--- config.mk ---
export PLATFORM = sky130hd
export DESIGN_NAME = nmu_vote
export DESIGN_NICKNAME = d
export VERILOG_FILES = /design/src/sv/nmu_pkg.sv /design/src/sv/nmu_vote.sv
export SDC_FILE = /design/constraint.sdc
export NUM_CORES = 1
export LEC_CHECK = 0
export BUFFER_PORTS_ARGS = -buffer_cell sky130_fd_sc_hd__buf_2
export CORE_MARGIN = 4
export CORE_UTILIZATION = 35
export CTS_CLUSTER_DIAMETER = 120
export DETAILED_ROUTE_END_ITERATION = 12
export PLACE_DENSITY = 0.49
export RECOVER_POWER = 100
export SLEW_MARGIN = 20
export SYNTH_ARGS = -nofsm -noshare
export SYNTH_HDL_FRONTEND = slang
export SYNTH_SLANG_ARGS = --single-unit
--- constraint.sdc ---
create_clock -name clk_i -period 21 [get_ports clk_i]
set_input_delay 1.05 -clock clk_i [delete_from_list [all_inputs] [get_ports clk_i]]
set_output_delay 1.05 -clock clk_i [all_outputs]
set_load 0.02 [all_outputs]
--- src/sv/nmu_pkg.sv ---
// nmu_pkg: shared types and constants for the neighbour majority update core.
// Used by neighbor_majority_update_core, nmu_vote and nmu_checker.
// No dependencies.
`default_nettype none
package nmu_pkg;

  localparam int unsigned STATE_W = 5;   // width of a cell state
  localparam int unsigned VOTE_W  = 4;   // width of a vote count (0..8)
  localparam int unsigned COORD_W = 8;   // width of the row and column ports
  localparam int unsigned COORD_XW = 11; // wide enough to hold the largest grid side
  localparam int unsigned NUM_NBR = 8;   // Moore neighbourhood size

  // Command codes; the unused code behaves as a read
  typedef enum logic [1:0] {
    CMD_WRITE  = 2'd0,
    CMD_UPDATE = 2'd1,
    CMD_READ   = 2'd2
  } nmu_cmd_e;

  // Sequencer states of the top level
  typedef enum logic [2:0] {
    ST_IDLE,
    ST_EXEC,
    ST_RDWAIT,
    ST_NBR,
    ST_VOTE,
    ST_RESP
  } nmu_fsm_e;

  // Neighbour slot order: NW, N, NE, W, E, SW, S, SE (bit i is slot i)
  localparam logic [NUM_NBR-1:0] ROW_DEC = 8'b0000_0111;
  localparam logic [NUM_NBR-1:0] ROW_INC = 8'b1110_0000;
  localparam logic [NUM_NBR-1:0] COL_DEC = 8'b0010_1001;
  localparam logic [NUM_NBR-1:0] COL_INC = 8'b1001_0100;

  // One gathered neighbour: vld set when it lies in the grid and casts a vote
  typedef struct packed {
    logic               vld;
    logic [STATE_W-1:0] st;
  } nmu_nbr_t;

  // Outcome of the vote unit
  typedef struct packed {
    logic               done;
    logic [STATE_W-1:0] best_st;
    logic [VOTE_W-1:0]  best_n;
  } nmu_vote_t;

endpackage : nmu_pkg
`default_nettype wire

--- src/sv/nmu_vote.sv ---
// nmu_vote: two-stage majority vote over the eight gathered neighbours.
// Stage one counts matches per neighbour, stage two picks the winner.
// Depends on nmu_pkg.
`default_nettype none
module nmu_vote
  import nmu_pkg::*;
(
  input  wire logic     clk_i,
  input  wire logic     rst_ni,
  input  wire logic     start_i,
  input  wire nmu_nbr_t nbr_i [NUM_NBR],
  output nmu_vote_t     res_o
);

  logic [VOTE_W-1:0]  cnt_q [NUM_NBR];
  logic [VOTE_W-1:0]  cnt_d [NUM_NBR];
  logic [STATE_W-1:0] st_q  [NUM_NBR];
  logic               cnt_vld_q;
  logic               done_q;
  logic [STATE_W-1:0] best_st_q, best_st_d;
  logic [VOTE_W-1:0]  best_n_q, best_n_d;

  // Stage one: how many voting neighbours share each neighbour's state
  always_comb begin
    for (int i = 0; i < NUM_NBR; i++) begin
      cnt_d[i] = '0;
      for (int j = 0; j < NUM_NBR; j++) begin
        if (nbr_i[i].vld && nbr_i[j].vld && (nbr_i[i].st == nbr_i[j].st)) begin
          cnt_d[i] = cnt_d[i] + VOTE_W'(1);
        end
      end
    end
  end

  // Stage two: highest count wins, lowest state breaks a tie; no votes gives state 1
  always_comb begin
    best_st_d = STATE_W'(1);
    best_n_d  = '0;
    for (int i = 0; i < NUM_NBR; i++) begin
      if ((cnt_q[i] > best_n_d) ||
          ((cnt_q[i] == best_n_d) && (cnt_q[i] != '0) && (st_q[i] < best_st_d))) begin
        best_n_d  = cnt_q[i];
        best_st_d = st_q[i];
      end
    end
  end

  // Stage data, no reset needed
  always_ff @(posedge clk_i) begin
    if (start_i) begin
      for (int i = 0; i < NUM_NBR; i++) begin
        cnt_q[i] <= cnt_d[i];
        st_q[i]  <= nbr_i[i].st;
      end
    end
    if (cnt_vld_q) begin
      best_st_q <= best_st_d;
      best_n_q  <= best_n_d;
    end
  end

  // Stage valid flags
  always_ff @(posedge clk_i or negedge rst_ni) begin
    if (!rst_ni) begin
      cnt_vld_q <= 1'b0;
      done_q    <= 1'b0;
    end else begin
      cnt_vld_q <= start_i;
      done_q    <= cnt_vld_q;
    end
  end

  assign res_o.done    = done_q;
  assign res_o.best_st = best_st_q;
  assign res_o.best_n  = best_n_q;

endmodule : nmu_vote
`default_nettype wire

# Word-level counts from Yosys, hierarchy flattened
# Memory sizes are Yosys's and may differ from the RTL's.
# Cells that the tools add are included.
# word_totals
input_bits	51
regBits	11
out_inout_bits	10
n_memories	2
wordCells	340
ram_bits	72
# classes
eq_ne	63
magnitude_cmp	16
mux	82
n_reduce_logical	117
n_addsub	56
# mem_list
name	words	width	read_ports	rd_clocked_by_memory_dff	wr	line_no	rtl
st_q	8	5	8	0	8	nmu_vote.sv:17	logic [STATE_W-1:0] st_q [NUM_NBR];
cnt_q	8	4	8	0	8	nmu_vote.sv:15	logic [VOTE_W-1:0] cnt_q [NUM_NBR];
# op_table
cell	n
5-bit equality test	56
4-bit two-way mux	64
4-bit by 1-bit adder with 4-bit output, second input constant	55
1-bit logical AND	100
5-bit two-way mux	8
5-bit < comparator	7
4-bit nonzero test	8
4-bit equality test	7
4-bit > comparator	7
1-bit two-way mux	10
1-bit logical OR	8
5-bit by 1-bit < comparator with 1-bit output, second input constant	1
4-bit by 1-bit > comparator with 1-bit output, second input constant	1
4-bit logical NOT	1
1-bit by 1-bit adder with 2-bit output, second input constant	1

# Logic depth before layout (Yosys ltp)
# An unclocked memory read counts as a cell.
# depth
word_depth	41
mapped_depth	74
depth_no_buf	66

# Least setup slack after synthesis
# Ideal clock, no wire load.
# synth_timing
path_type	register -> register
start	memory cnt_q[0][1]
end	register best_n_q[0], data pin
required_time_ns	20.738
n_path_buf	8
slack_ns	7.914
period_less_slack_ns	13.086
setup_time_ns	0.262
arrival_time_ns	12.824
stages_incl_launch_ff	70
path_cell_list	edfxtp_1 or4_1 clkbuf_1 nand2_1 ha_1 nand2_1 o21ai_0 nor3_1 or2_0 buf_2 clkbuf_1 mux2_2 ha_1 nand4_1 and3_1 o221ai_1 o31a_1 clkbuf_1 [34 not listed] buf_2 mux2_2 ha_1 nand4_1 a2111oi_0 o311a_1 a221oi_2 clkbuf_1 nand2_1 o21ai_0 ha_1 nand4_1 a2111oi_0 o21ai_0 a41oi_1 a221oi_2 buf_4 mux2_1
# synth_rtl
element	line_no	rtl
start, declared	nmu_vote.sv:15	
end signal, assigned	nmu_vote.sv:58	best_n_q <= best_n_d;
end, declared	nmu_vote.sv:21	logic [VOTE_W-1:0] best_n_q, best_n_d;

==> run summary <==
The total placed instance area was 10200 sq um; the path depth of the worst reg2reg path was 63. Sum of met2 wire segment lengths after detailed routing: 12200 um. For the met1 layer wirelength in the final routing, the log shows 13100 um. The final reports fail on capacitance limit, slew limit. The share of post-route cells with drive strength above 1 works out to 0.0328. In this design, the stage delay of the slowest critical-path cell is 1370 ps. The setup slack after placement is 6330 ps, and the placement row count is 60. Leaving out filler cells and counting taps, the final layout contains 1529.

The time the final worst path needs with I/O delays and setup is 16130 ps, and the data arrival time of the worst path is 16230 ps. The logs give 1302 for the final-stage net count and 7823 for the count of vias placed by the detailed router. Horizontal die dimension: 174 um. Counting stages on the worst path, the most repeated cell is o21ai_0. The fraction of the yosys area taken by sequential cells was 0.256. The starting utilization of the core area was 0.358.

The number of warnings issued by yosys is 0. The max-slew violation count was 100. For the setup fix buffers added after clock tree synthesis, the log shows 0. In this run, synthesis inferred 81 flip-flops with an integrated enable. In this run the critical register-to-register path is launched from cnt_q[0][0]$_DFFE_PP_. The headroom to the max-slew limit is -1.73. The most used flip-flop cell after synthesis is edfxtp_1. For this design the ratio of total power to cell area is 126 nW/um^2. The tools report the critical path capture point type as a register. Counting along the longest clock path gives a buffer depth of 2.

STA classifies the critical path startpoint as a register. Derived from the worst setup path, the maximum achievable clock frequency is 62.0 MHz. Setup repair after global routing left no endpoint under its margin. TritonCTS built the clock tree. In this run the static leakage power is 4.41 nW. Clock transition time at the flip-flop clock pins of the worst setup and hold paths: 70 ps.

The number of distinct library cell variants in the gate-level netlist after synthesis was 65; the H-tree level count was 3. The hold-fix buffer count after cts is 0, and the overall power consumption is 0.00132 W. The dominant delay contributor by cell family on the critical path is compound AO/OA/AOI/OAI gates.

In the layout the commonest cells are nand2_1 (145), xor2_1 (134), xnor2_1 (113). The category of the most critical setup path is register to register. At the pin with the least slew margin, the transition time is 4090 ps.

The tree is rooted in a clkbuf_16. The run gives 6600 sq um as the area of combinational cells with multiple inputs. The count of input and output buffers was 60; the last weighted congestion value of the routability-driven placer was 0.860.

The most common cell after layout, fill and taps aside was nand2_1. The core region area is 27100 sq um, and the diode insertion count for antenna repair is 0. For this run, design rule violations remaining after detail routing come to 0.

From synthesis to final layout, the design area changed by 7.79%. The via count of the first global-routing pass came out at 7663. The first global-routing pass estimated 42600 um of wire. STA puts the critical path data required time at 21100 ps. The flow ran to the end, but the final reports show violations.

The run gives 0 as the number of antenna violations at the first check in global routing. The detail route stage leaves a number of antenna-violating nets equal to 0. For this run the aggregate overflow at the end of global routing stands at 0. Synthesis inferred 83 register bits. The final period utilization was 0.768. On the final layout, the worst clock skew is 11.0 ps. The post-synthesis area per instance works out to 8.51 sq um. Setup violations remaining at the end of the flow were counted as 0. The sum of routed wire length over all layers is 26900 um, and the largest net degree at the start of global routing is 74. Buffers inserted during clock tree synthesis total 9.

Setup total negative slack on the finished layout was measured at 0 ps. In the final layout, flip-flops and latches occupy 2480 sq um. Dividing the detail-routed via count by the number of cells gives 5.12. 61 I/O pins were placed.

The HPWL after detailed placement is 21500 um. For this run, the detailed router's first-pass iteration total came to 5. Along the worst path, the maximum fanout reaches 17.

The post-synth net total is 1290. The fraction of registers with async set/reset is 0.0241. The filler cells instantiated in the layout total 2774. The tools report the critical register-to-register path endpoint as best_st_q[0]$_DFFE_PP_.

The minimum setup slack among reg-to-reg paths was 4870 ps. The type of the most critical hold path is input port to async pin. The routed design uses 1190 um of met3 wire.

Gates resized during post-CTS repair numbered 0. In the final routed layout, each cell accounts on average for 17.6 um. The worst ir drop on vdd was 134 uV; the initial detailed-routing violation count was 537. In the synthesized netlist, the number of instances is 1140.

The number of maximum-capacitance constraint violations came out at 1. After detailed routing, no signal wire sits above met4. Among all stages on the critical path, the largest delay is contributed by a221oi_1. The final worst setup slack was 4870 ps; the clock sink count was 83. After synthesis the cells add up to 9700 sq um.

The global routing usage summed across all routing layers is 0.176. The die covers 30400 sq um. The chip height was 174 um; the number of placed cells counting well taps was 1513. The final cell area excluding filler cells came out at 10500 sq um. For the worst-skew pair, the clock arrives at the later sink with an insertion delay of 340 ps. For the count of endpoints failing hold in the final timing report, the log shows 0.

Number of buffer and inverter stages on the critical path: 5.
## cells in the mapped netlist (4+ instances only)
library cell    n  share of area
edfxtp_1       81           0.25
nand4_1        45          0.029
nor2_1         48          0.019
o22ai_1         7         0.0045
mux2i_1        15          0.015
inv_1          97          0.038
a21oi_1        28          0.014
xor2_1        134           0.12
nor2b_1        12         0.0077
o211ai_1        7         0.0054
o21ai_0        60          0.031
a21o_1          4         0.0031
and4_1          5         0.0045
a221o_1         4         0.0041
a21boi_0        4         0.0031
nand2_1       145          0.056
ha_1           99           0.13
mux2_2         20          0.023
nand2b_1        7         0.0045
o21a_1          8         0.0062
nor3_1         11         0.0057
a211oi_1        6         0.0046
nor4_1         32          0.021
nand3_1        22          0.011
o31ai_1         5         0.0039
xnor2_1       113           0.10
clkbuf_1       53          0.021
## report_power, final
part | switching [W] | leakage, nW | total (W) | internal [W]
clock network | 0.0000765 | 0.148 | 0.000161 | 0.0000846
logic | 0.000529 | 3.45 | 0.000904 | 0.000374
registers | 0.0000143 | 0.809 | 0.000254 | 0.000239
## metrics by stage
| step | utilization | hold slack, ps |
|---|---|---|
| final | 0.386 | 473 |
| after global routing | 0.386 | 467 |
| after CTS | 0.389 | 465 |
| after detailed placement | 0.378 | 602 |
| after global placement | 0.378 | 604 |
| after floorplan | - | 530 |
## cells by family (layout without fill, tap and decap cells)
family                   after synthesis  after routing  synth area share
XOR/XNOR                             247            247             0.223
AND/OR/NAND/NOR                      346            346             0.172
buffers and inverters                157            174            0.0618
multiplexers                          37             37            0.0410
AO/OA/AOI/OAI                        168            168             0.116
flip-flops                            83             83             0.256
adder cells (fa/ha/maj)              102            102             0.131
## layout make-up
cell class                      count  area share
Clock buffer                        9      0.0215
Clock inverter                      7     0.00754
Inverter                           97      0.0348
Multi-Input combinational cell    900       0.631
Sequential cell                    83       0.237
Tap cell                          372      0.0445
Timing Repair Buffer               61      0.0230
## routing by layer
metal  track usage  up-vias
met2         0.290      161
met5             0        -
li1              -     4002
met1         0.248     3638
met3        0.0187       22
met4        0.0396        0
## worst reg2reg max path: cells and delay by family, from the launching register on
kind	cells	cell delay [ps]
and+or+nand+nor	20	4100
DFF	1	430
muxes	2	830
AOI/OAI and AO/OA	29	8070
adders and majority gates	7	2040
buffers and inverters	5	410
## worst max path at each step
stage                                startpoint                endpoint  slack [ps]  cells past startpoint
after global placement    cnt_q[0][0]$_DFFE_PP_   best_n_q[0]$_DFFE_PP_        6680                     62
after CTS                 cnt_q[0][0]$_DFFE_PP_  best_st_q[0]$_DFFE_PP_        6250                     61
after detailed placement  cnt_q[0][0]$_DFFE_PP_  best_st_q[0]$_DFFE_PP_        6330                     61
after floorplan           cnt_q[0][1]$_DFFE_PP_   best_n_q[0]$_DFFE_PP_        7910                     69
final                     cnt_q[0][0]$_DFFE_PP_  best_st_q[0]$_DFFE_PP_        4870                     63
after global routing      cnt_q[0][0]$_DFFE_PP_  best_st_q[0]$_DFFE_PP_        3380                     62
## registers in the layout (all words and copies together) (netlist names)
register	cells
cnt_q	32
done_q	1
best_n_q	4
cnt_vld_q	1
st_q	40
best_st_q	5
Power figures use the tool's default switching activity.
